===== src/hdl/kmss_pkg.sv =====
package kmss_pkg;

    // opcode field of an input transfer
    localparam logic [1:0] OP_PATTERN = 2'd0;
    localparam logic [1:0] OP_TEXT    = 2'd1;
    localparam logic [1:0] OP_END     = 2'd2;

    // register index (paddr[2])
    localparam logic REG_MAX_MISMATCHES = 1'b0;

    // mismatch counters saturate at their all-ones value
    localparam int             CNT_W   = 7;
    localparam logic [CNT_W-1:0] CNT_SAT = '1;

    localparam int MS_W = 16;

    // controls from the search sequencer to the alignment array
    typedef struct packed {
        logic       load;   // shift a pattern byte in
        logic       clear;  // zero all alignment counters
        logic       step;   // advance all alignments by one text byte
        logic [7:0] data;
    } t_arr_ctl;

    // one result transfer
    typedef struct packed {
        logic            found;
        logic [MS_W-1:0] match_start;
        logic            error;
    } t_result;

    function automatic logic [CNT_W-1:0] sat_inc(input logic [CNT_W-1:0] a, input logic inc);
        logic [CNT_W-1:0] r;
        r = a;
        if (inc && (a != CNT_SAT)) begin
            r = a + CNT_W'(1);
        end
        return r;
    endfunction

endpackage


===== src/hdl/k_mismatch_substring_search_core.sv =====
// Channel   | Transfer               | tdata          | tuser (low bit up)
// ----------+------------------------+----------------+------------------------------
// s_axis    | command / byte in      | data_byte      | opcode[1:0], first_of_pattern
// m_axis    | search result out      | match_start    | found, error
// APB       | register write / read  | max_mismatches at address 0
//
// One input transfer per cycle while s_axis_tready is high; every alignment
// counter updates in parallel in the counter row.
// A result is registered and offered the cycle after its input, or later from skid.
// Synchronous reset clears all counters at once; no clearing pass.
// A two-entry output (register plus skid) absorbs one stall; s_axis_tready
// drops only while the skid entry is occupied.
module k_mismatch_substring_search_core #(
    parameter int              PAT_MAX  = 64,
    parameter longint unsigned TEXT_MAX = 65536
) (
    input  logic        i_clk,
    input  logic        i_rst_n,
    // input stream
    input  logic        s_axis_tvalid,
    output logic        s_axis_tready,
    input  logic [7:0]  s_axis_tdata,   // data_byte
    input  logic [2:0]  s_axis_tuser,   // opcode[1:0], first_of_pattern[2]
    // result stream
    output logic        m_axis_tvalid,
    input  logic        m_axis_tready,
    output logic [15:0] m_axis_tdata,   // match_start
    output logic [1:0]  m_axis_tuser,   // found[0], error[1]
    // register port
    input  logic        psel,
    input  logic        penable,
    input  logic        pwrite,
    input  logic [2:0]  paddr,
    input  logic [31:0] pwdata,
    output logic [31:0] prdata,
    output logic        pready
);
    import kmss_pkg::*;

    localparam int LEN_W = $clog2(PAT_MAX + 1);
    localparam int POS_W = $clog2(TEXT_MAX + 1);
    localparam int CMP_W = ((POS_W > LEN_W) ? POS_W : LEN_W) + 1;
    localparam int EXT_W = (POS_W > MS_W) ? POS_W : MS_W;

    // search state
    logic [LEN_W-1:0] r_len, n_len;
    logic             r_pat_ovf, n_pat_ovf;
    logic [POS_W-1:0] r_pos, n_pos;
    logic             r_reported, n_reported;
    logic             r_text_ovf, n_text_ovf;
    logic [CNT_W-1:0] r_max;

    // output register and skid entry
    logic    r_out_valid, n_out_valid;
    logic    r_skid_valid, n_skid_valid;
    t_result r_out, n_out;
    t_result r_skid, n_skid;

    t_arr_ctl         w_ctl;
    logic [CNT_W-1:0] w_total;
    logic             w_accept;
    logic [1:0]       w_op;
    logic             w_first;
    logic [LEN_W-1:0] w_base_len;
    logic             w_done;
    logic [EXT_W-1:0] w_pos_ext;
    logic [MS_W-1:0]  w_start;
    logic             w_emit;
    t_result          w_res;
    logic             w_take;

    assign w_accept = s_axis_tvalid && s_axis_tready;
    assign w_op     = s_axis_tuser[1:0];
    assign w_first  = s_axis_tuser[2];

    kmss_align_array #(
        .PAT_MAX (PAT_MAX),
        .LEN_W   (LEN_W)
    ) u_array (
        .i_clk   (i_clk),
        .i_rst_n (i_rst_n),
        .i_ctl   (w_ctl),
        .i_len   (r_len),
        .o_total (w_total)
    );

    // alignment completes once position+1 reaches the pattern length
    assign w_done    = (CMP_W'(r_pos) + CMP_W'(1)) >= CMP_W'(r_len);
    assign w_pos_ext = EXT_W'(r_pos);
    assign w_start   = w_pos_ext[MS_W-1:0] + MS_W'(1) - MS_W'(r_len);
    assign w_base_len = w_first ? '0 : r_len;

    // search sequencing for one accepted transfer
    always_comb begin
        n_len      = r_len;
        n_pat_ovf  = r_pat_ovf;
        n_pos      = r_pos;
        n_reported = r_reported;
        n_text_ovf = r_text_ovf;
        w_ctl      = '{load: 1'b0, clear: 1'b0, step: 1'b0, data: s_axis_tdata};
        w_emit     = 1'b0;
        w_res      = '{found: 1'b0, match_start: '0, error: 1'b0};

        if (w_accept) begin
            case (w_op)
                OP_PATTERN: begin
                    n_pat_ovf = w_first ? 1'b0 : r_pat_ovf;
                    if (w_base_len < LEN_W'(PAT_MAX)) begin
                        w_ctl.load = 1'b1;
                        n_len      = w_base_len + LEN_W'(1);
                    end else begin
                        n_len     = w_base_len;
                        n_pat_ovf = 1'b1;
                    end
                    w_ctl.clear = 1'b1;
                    n_pos       = '0;
                    n_reported  = 1'b0;
                    n_text_ovf  = 1'b0;
                end
                OP_TEXT: begin
                    if (!r_reported) begin
                        if (r_pat_ovf) begin
                            w_emit    = 1'b1;
                            w_res.error = 1'b1;
                        end else if (r_len == '0) begin
                            w_emit    = 1'b1;
                            w_res.found = 1'b1;
                        end else if (r_pos >= POS_W'(TEXT_MAX)) begin
                            n_text_ovf  = 1'b1;
                            w_emit      = 1'b1;
                            w_res.error = 1'b1;
                        end else begin
                            w_ctl.step = 1'b1;
                            n_pos      = r_pos + POS_W'(1);
                            if (w_done && (w_total <= r_max)) begin
                                w_emit            = 1'b1;
                                w_res.found       = 1'b1;
                                w_res.match_start = w_start;
                            end
                        end
                        if (w_emit) begin
                            n_reported = 1'b1;
                        end
                    end
                end
                OP_END: begin
                    if (!r_reported) begin
                        w_emit = 1'b1;
                        if (r_pat_ovf) begin
                            w_res.error = 1'b1;
                        end else if (r_len == '0) begin
                            w_res.found = 1'b1;
                        end else begin
                            w_res.error = r_text_ovf;
                        end
                    end
                    w_ctl.clear = 1'b1;
                    n_pos       = '0;
                    n_reported  = 1'b0;
                    n_text_ovf  = 1'b0;
                end
                default: begin
                end
            endcase
        end
    end

    // output register with one skid entry
    assign w_take = r_out_valid && m_axis_tready;

    always_comb begin
        n_out_valid  = r_out_valid;
        n_skid_valid = r_skid_valid;
        n_out        = r_out;
        n_skid       = r_skid;
        if (r_skid_valid) begin
            if (w_take) begin
                n_out        = r_skid;
                n_skid_valid = 1'b0;
            end
        end else if (w_emit) begin
            if (!r_out_valid || w_take) begin
                n_out       = w_res;
                n_out_valid = 1'b1;
            end else begin
                n_skid       = w_res;
                n_skid_valid = 1'b1;
            end
        end else if (w_take) begin
            n_out_valid = 1'b0;
        end
    end

    // control state
    always_ff @(posedge i_clk) begin
        if (!i_rst_n) begin
            r_len        <= '0;
            r_pat_ovf    <= 1'b0;
            r_pos        <= '0;
            r_reported   <= 1'b0;
            r_text_ovf   <= 1'b0;
            r_max        <= '0;
            r_out_valid  <= 1'b0;
            r_skid_valid <= 1'b0;
        end else begin
            r_len        <= n_len;
            r_pat_ovf    <= n_pat_ovf;
            r_pos        <= n_pos;
            r_reported   <= n_reported;
            r_text_ovf   <= n_text_ovf;
            r_out_valid  <= n_out_valid;
            r_skid_valid <= n_skid_valid;
            if (psel && penable && pwrite && pready && (paddr[2] == REG_MAX_MISMATCHES)) begin
                r_max <= pwdata[CNT_W-1:0];
            end
        end
    end

    // result payload
    always_ff @(posedge i_clk) begin
        r_out  <= n_out;
        r_skid <= n_skid;
    end

    // register reads
    assign pready = 1'b1;
    assign prdata = (paddr[2] == REG_MAX_MISMATCHES) ? 32'(r_max) : '0;

    assign s_axis_tready   = !r_skid_valid;
    assign m_axis_tvalid   = r_out_valid;
    assign m_axis_tdata    = r_out.match_start;
    assign m_axis_tuser[0] = r_out.found;
    assign m_axis_tuser[1] = r_out.error;

endmodule


===== src/hdl/kmss_align_array.sv =====
// Pattern shift register and one mismatch counter per open alignment.
// Pattern is held reversed: r_pat[0] is the last pattern byte.
// Cell j holds the alignment that still needs j+1 bytes, so the
// alignment that completes on this byte is always cell 0.
module kmss_align_array #(
    parameter int PAT_MAX = 64,
    parameter int LEN_W   = 7
) (
    input  logic                      i_clk,
    input  logic                      i_rst_n,
    input  kmss_pkg::t_arr_ctl        i_ctl,
    input  logic [LEN_W-1:0]          i_len,
    output logic [kmss_pkg::CNT_W-1:0] o_total
);
    import kmss_pkg::*;

    logic [7:0]       r_pat [PAT_MAX];
    logic [CNT_W-1:0] r_cnt [PAT_MAX];
    logic [CNT_W-1:0] n_cnt [PAT_MAX];

    // pattern byte shifts in at the low end
    always_ff @(posedge i_clk) begin
        if (i_ctl.load) begin
            r_pat[0] <= i_ctl.data;
            for (int j = 1; j < PAT_MAX; j++) begin
                r_pat[j] <= r_pat[j-1];
            end
        end
    end

    // row of counter cells, each but the top fed by its upper neighbor
    for (genvar j = 0; j < PAT_MAX; j++) begin : g_cell
        if (j < PAT_MAX - 1) begin : g_mid
            always_comb begin
                n_cnt[j] = r_cnt[j];
                if (i_ctl.clear) begin
                    n_cnt[j] = '0;
                end else if (i_ctl.step) begin
                    if (LEN_W'(j + 1) < i_len) begin
                        n_cnt[j] = sat_inc(r_cnt[j+1], i_ctl.data != r_pat[j+1]);
                    end else begin
                        // new alignment enters at cell len-1
                        n_cnt[j] = '0;
                    end
                end
            end
        end else begin : g_top
            always_comb begin
                n_cnt[j] = r_cnt[j];
                if (i_ctl.clear || i_ctl.step) begin
                    n_cnt[j] = '0;
                end
            end
        end

        always_ff @(posedge i_clk) begin
            if (!i_rst_n) begin
                r_cnt[j] <= '0;
            end else begin
                r_cnt[j] <= n_cnt[j];
            end
        end
    end

    // total of the alignment that completes on the current byte
    assign o_total = sat_inc(r_cnt[0], i_ctl.data != r_pat[0]);

endmodule


===== config.mk =====
export PLATFORM = sky130hd
export DESIGN_NAME = k_mismatch_substring_search_core
export DESIGN_NICKNAME = d
export VERILOG_FILES = /design/src/hdl/kmss_pkg.sv /design/src/hdl/k_mismatch_substring_search_core.sv /design/src/hdl/kmss_align_array.sv
export SDC_FILE = /design/constraint.sdc
export NUM_CORES = 2
export LEC_CHECK = 0
export BUFFER_PORTS_ARGS = -buffer_cell sky130_fd_sc_hd__buf_2
export CAP_MARGIN = 20
export CORE_MARGIN = 10
export CORE_UTILIZATION = 55
export DETAILED_ROUTE_END_ITERATION = 6
export GPL_TIMING_DRIVEN = 0
export PLACE_DENSITY = 0.74
export SYNTH_ARGS = -nofsm -noshare
export SYNTH_HDL_FRONTEND = slang
export SYNTH_SLANG_ARGS = --single-unit

===== constraint.sdc =====
create_clock -name i_clk -period 33.5 [get_ports i_clk]
set_input_delay 6.7 -clock i_clk [delete_from_list [all_inputs] [get_ports i_clk]]
set_output_delay 6.7 -clock i_clk [all_outputs]
set_load 0.01 [all_outputs]

### After elaboration in Yosys (flattened, before gate mapping)

Memory sizes are Yosys's and may differ from the RTL's.
Index checks and enable logic that the tools add are counted.

* bits of input ports: 53
* bits in registers: 72
* output and inout port bits: 53
* RAM bits: 960
* memories: 2

Memory list
* u_array.r_pat: depth 64, width 8, read ports 64, clocked after memory_dff 0, wr ports 64, line kmss_align_array.sv:17 `logic [7:0] r_pat [PAT_MAX];`
* u_array.r_cnt: depth 64, width 7, read ports 64, clocked after memory_dff 0, wr ports 64, line kmss_align_array.sv:18 `logic [CNT_W-1:0] r_cnt [PAT_MAX];`

* add/subtract/negate cells: 69
* equal/unequal tests: 138
* order comparisons: 67
* bitwise operators: 67
* multiplexer cells: 389
* reductions and logical operators: 89

Operator list (count)
* two-way mux 7 bit: 321
* inequality test 8 bit: 64
* adder 7 x 1 -> 7 bit, second input constant: 65
* inequality test 7 bit, second input constant: 64
* < comparator 6 x 7 -> 1 bit, first input constant: 32
* two-way mux 17 bit: 8
* < comparator 5 x 7 -> 1 bit, first input constant: 16
* two-way mux 18 bit: 6
* logical AND 1 bit: 70
* OR 1 bit: 64
* < comparator 4 x 7 -> 1 bit, first input constant: 8
* two-way mux 1 bit: 46
* one-hot mux 17 bit (2 select lines): 1
* < comparator 3 x 7 -> 1 bit, first input constant: 4
* adder 17 x 1 -> 18 bit, second input constant: 1
* greater-or-equal comparator 18 x 7 -> 1 bit: 1
* adder 17 x 1 -> 17 bit, second input constant: 1
* greater-or-equal comparator 17 bit, second input constant: 1
* adder 16 x 1 -> 16 bit, second input constant: 1
* two-way mux 16 bit: 1
* subtractor 16 x 7 -> 16 bit: 1
* < comparator 2 x 7 -> 1 bit, first input constant: 2
* inequality test 2 bit, second input constant: 6
* AND reduction 3 bit: 4
* 17 further kinds: 31

### Depth between registers and ports, before layout

An unclocked memory read counts as a cell.

* depth in word-level cells: 18
* mapped depth: 17

### By module

A second synthesis with hierarchy kept.

* cells, all modules: 4468
* area total of the unflattened synthesis: 48375.1 sq um

By module, submodules not included
* kmss_align_array: sequential area each 23782.8 sq um, cells an instance 3906, area an instance 43292.8 sq um, times used 1
* k_mismatch_substring_search_core: sequential area each 1801.7 sq um, cells an instance 562, area an instance 5082.4 sq um, times used 1

### Worst setup path before layout

No wires, ideal clock.

* path type: input -> register
* start: input port s_axis_tuser[0]
* end: register r_len[1]
* stages: 6
* arrival: 33.438 ns
* buffers on the path: 0
* setup slack: -0.075 ns
* cell sequence: inv_1 ha_1 nand2_1 a21oi_1 mux2i_1 nor2b_1

* longest elaborated chain between the ends: 2

Ends and longest elaborated chain
* start: declaration: line k_mismatch_substring_search_core.sv:23 `input logic [2:0] s_axis_tuser,`
* logical NOT 2 bit: line k_mismatch_substring_search_core.sv:105 `case (w_op)`
* AND reduction 2 bit (no source line)
* end signal: assignment: line k_mismatch_substring_search_core.sv:206 `r_len <= n_len;`
* end: declaration: line k_mismatch_substring_search_core.sv:46 `logic [LEN_W-1:0] r_len, n_len;`

Every way passes these cells.
A chain may end at the register's enable or synchronous reset.

### Worst setup path in the final report

* start: input port paddr[2]
* end: output port prdata[0]

* longest elaborated chain between the ends: 1

Ends and longest elaborated chain
* start: declaration: line k_mismatch_substring_search_core.sv:33 `input logic [2:0] paddr,`
* two-way mux 7 bit: line k_mismatch_substring_search_core.sv:227 `assign prdata = (paddr[2] == REG_MAX_MISMATCHES) ? 32'(r_max) : '0;`
* end: declaration: line k_mismatch_substring_search_core.sv:35 `output logic [31:0] prdata,`

Every way passes these cells.

==> flow_metrics.py <==
metrics = {
    "status": {
        "outcome": "completed",
    },
    "setup_path": {
        "r2r_end": "m_axis_tdata[12]",
        "crit_path_end_kind": "output port",
        "max_stage_delay_ns": 0.14,
        "required_ns": 26.80,
        "slowest_stage": "buf_2",
        "startpoint_type": "primary input",
        "crit_chain": "buf_2 > nor2b_1 > buf_2",
        "crit_start": "paddr[2]",
        "arrival_ns": 7.08,
        "cp-endpoint": "prdata[0]",
        "reg2reg_from": "u_array.r_pat[0][5]",
        "crit_family": "buffers and inverters",
        "crit_cells": 3,
        "reg2reg_depth": 14,
        "worst-path-max-fanout": 8,
        "path_buf_inv": 2,
        "critical_path_class": "primary input to output port",
        "cp_common_cell": "buf_2",
        "r2r_setup_slack_ns": 28.84,
    },
    "cts": {
        "root_buffer": "clkbuf_16",
        "insertion_delay_ns": 0.70,
        "cts_buffers": 102,
        "clk_pin_slew_ns": 0.06,
        "cts_tree": "done",
        "holdBufCountCts": 0,
        "clk_path_buf_depth": 3,
        "cts_resized": 0,
        "cts_setup_buffers": 0,
        "h-tree-depth": 3,
        "clock-sinks": 1004,
    },
    "global_routing": {
        "grt_pass1_wl_mm": 188.4,
        "grt_usage_pct": 23.01,
        "first_global_vias": 33720,
        "grt_max_degree": 33,
        "antenna_found_initial": 3,
        "grt.overflow.total": 0,
    },
    "logic_synthesis": {
        "synthFlopType": "edfxtp_1",
        "yosysUniqueCellTypes": 72,
        "synth_cells": 4639,
        "ys_warn_count": 0,
        "yosysSeqAreaShare_pct": 52.22,
        "avgSynthCellArea_um2": 10.56,
        "synth_seq_cells": 1004,
        "synth_area_um2": 49000,
        "synth_edf_count": 548,
        "synthArstFlopShare_pct": 0,
    },
    "floorplan": {
        "rows": 109,
        "ioPinCount": 106,
        "die_w_um": 318.5,
        "fp.dieArea_um2": 101400,
        "core_area_um2": 88370,
        "die_h_um": 318.5,
        "start_util_pct": 55.44,
    },
    "timing": {
        "fin_tns_setup_ns": 0,
        "setup_viol": 0,
        "rsz0062_at_grt": "false",
        "fin_crit_sh_pct": 41.13,
        "fmax_ghz": 0.07258,
        "tightest_slew_ns": 1.186,
        "worst_hold_slack_ns": 0.4573,
        "drv_slew": 0,
        "fin_crit_ns": 13.78,
        "relSlewSlack_pct": 20.71,
        "hold_viol_final": 0,
        "skew_ns": 0.05003,
    },
    "finish": {
        "antenna_cells": 0,
        "most-common-layout-cells": "611 x xnor2_1, 561 x nor2_1, 548 x edfxtp_1",
        "fin_nets": 5017,
        "drive_gt1_share_pct": 11.17,
        "area_growth_pct": 11.72,
        "final_common_cell": "xnor2_1",
    },
    "drt": {
        "vias": 35380,
        "detail-route-antenna-nets": 0,
        "dr.pass1.iters": 5,
        "drc": 0,
        "drt_wl_total_mm": 121.3,
        "via_per_inst": 5.801,
        "drt_iter0_drc": 3288,
        "routedWlPerCell_um": 19.89,
    },
    "placement": {
        "io_buffers": 50,
        "routabilityCongestion": 0.8612,
        "dp_hpwl_mm": 86.26,
    },
    "run": {
        "maxCapViolations": 0,
    },
    "pwr": {
        "leakage_nw": 18.63,
        "peakVddDrop_v": 0.00004266,
        "p_per_area_nw_per_um2": 47.54,
    },
    "min_path": {
        "hp-class": "register to register",
    },
}
final cells by class:
cell class | count | area (um^2)
tap | 1165 | 1458
fill | 7019 | 33630
timing repair buffer | 79 | 818.3
multi-input combinational | 3242 | 21760
buffer | 209 | 1022
clock buffer | 142 | 2856
clock inverter | 50 | 461.7
inverter | 208 | 780.7
sequential | 1004 | 25580
state kept, by name, indices dropped and copies added, names as in the netlist:
name / flops
r_max: 7
r_skid_valid: 1
r_pat_ovf: 1
m_axis_tdata: 16
m_axis_tvalid: 1
r_reported: 1
r_len: 7
r_skid: 18
r_pos: 17
m_axis_tuser: 2
u_array.r_pat: 512
u_array.r_cnt: 420
r_text_ovf: 1
cells in the mapped netlist (5+ instances only):
cell type | n | area (um^2)
buf_2 | 106 | 530.5
inv_1 | 206 | 773.2
or3_1 | 6 | 37.54
o32ai_2 | 54 | 878.3
mux2i_1 | 29 | 290.3
a2bb2oi_1 | 34 | 297.8
o211ai_1 | 9 | 67.56
nand3_1 | 82 | 410.4
nand2b_1 | 5 | 31.28
clkbuf_1 | 72 | 270.3
nand2_1 | 362 | 1359
nor4_1 | 15 | 93.84
o21ai_0 | 83 | 415.4
a22oi_1 | 347 | 2605
mux2_2 | 46 | 518.0
xnor2_1 | 611 | 5351
nand3b_1 | 5 | 37.54
and2_1 | 13 | 81.33
nor3_1 | 237 | 1186
nor2b_1 | 18 | 112.6
and3_1 | 12 | 75.07
edfxtp_1 | 548 | 16460
o21a_1 | 6 | 45.04
buf_4 | 26 | 195.2
a21boi_0 | 8 | 60.06
dfxtp_1 | 456 | 9129
a31oi_1 | 7 | 43.79
ha_1 | 117 | 1464
a21oi_1 | 102 | 510.5
o21bai_1 | 6 | 45.04
nor2_1 | 564 | 2117
nand4_1 | 76 | 475.5
a21o_1 | 16 | 120.1
xor2_1 | 217 | 1901
or2_2 | 56 | 350.3
o21ai_1 | 18 | 90.09
a211oi_1 | 5 | 37.54
how the worst min path moves through the flow:
stage	from	end	cells after the start
final	u_array.r_pat[7][55]	u_array.r_pat[7][63]	0
after CTS	u_array.r_pat[7][55]	u_array.r_pat[7][63]	0
after global routing	u_array.r_pat[7][9]	u_array.r_pat[7][17]	0
after detailed placement	u_array.r_cnt[0][20]	u_array.r_cnt[0][20]	2
after floorplan	u_array.r_cnt[1][132]	u_array.r_cnt[1][132]	2
after global placement	u_array.r_cnt[1][132]	u_array.r_cnt[1][132]	2
cells by family (layout without fill, tap and decap cells):
kind of cell | Yosys count | count (layout) | synth area share (%)
flops | 1004 | 1004 | 52.22
xor+xnor | 828 | 828 | 14.80
compound gates | 722 | 722 | 11.17
fa+ha+maj | 118 | 118 | 3.029
other cells | 2 | 26 | 0.01533
mux | 75 | 75 | 1.650
buf+inv | 417 | 688 | 3.680
simple gates | 1473 | 1473 | 13.44
power breakdown:
part           switching, W  internal, W  total [W]
registers         0.0000122      0.00131    0.00132
logic             0.0000929    0.0000475   0.000140
clock network      0.000494     0.000644    0.00114
stage by stage:
| step | setup WS (ns) | util (%) | power [W] | area (um^2) | std cells |
|---|---|---|---|---|---|
| after floorplan | 11.67 | - | 0.001450 | 49090 | 4663 |
| after global placement | 6.140 | 57.48 | 0.001495 | 50800 | 5878 |
| after detailed placement | 19.72 | 58.19 | 0.001489 | 51420 | 5907 |
| after CTS | 19.72 | 61.94 | 0.002611 | 54740 | 6099 |
| after global routing | 19.63 | 61.94 | 0.002670 | 54740 | 6099 |
| final | 19.72 | 61.94 | 0.002602 | 54740 | 6099 |
worst register-to-register path: cells and delay by family, from the launching register on:
| kind | cells | cell delay [ns] |
|---|---|---|
| AOI/OAI and AO/OA | 7 | 1.87 |
| xor gates and xnor gates | 1 | 0.27 |
| adders and majority gates | 1 | 0.28 |
| buffers and inverters | 1 | 0.32 |
| DFF | 1 | 0.42 |
| muxes | 1 | 0.36 |
| and+or+nand+nor | 3 | 0.82 |
metal layers:
layer  GRT usage [%]  share of wire (%)  vias to the layer above
met1           30.82                 42                    17240
met5               0                  0                        -
met2           37.60                 47                     1291
met4           7.199                3.1                        0
li1                -                  -                    16670
met3           4.068                8.2                      187
No activity file was read; power rests on OpenSTA's default activity.
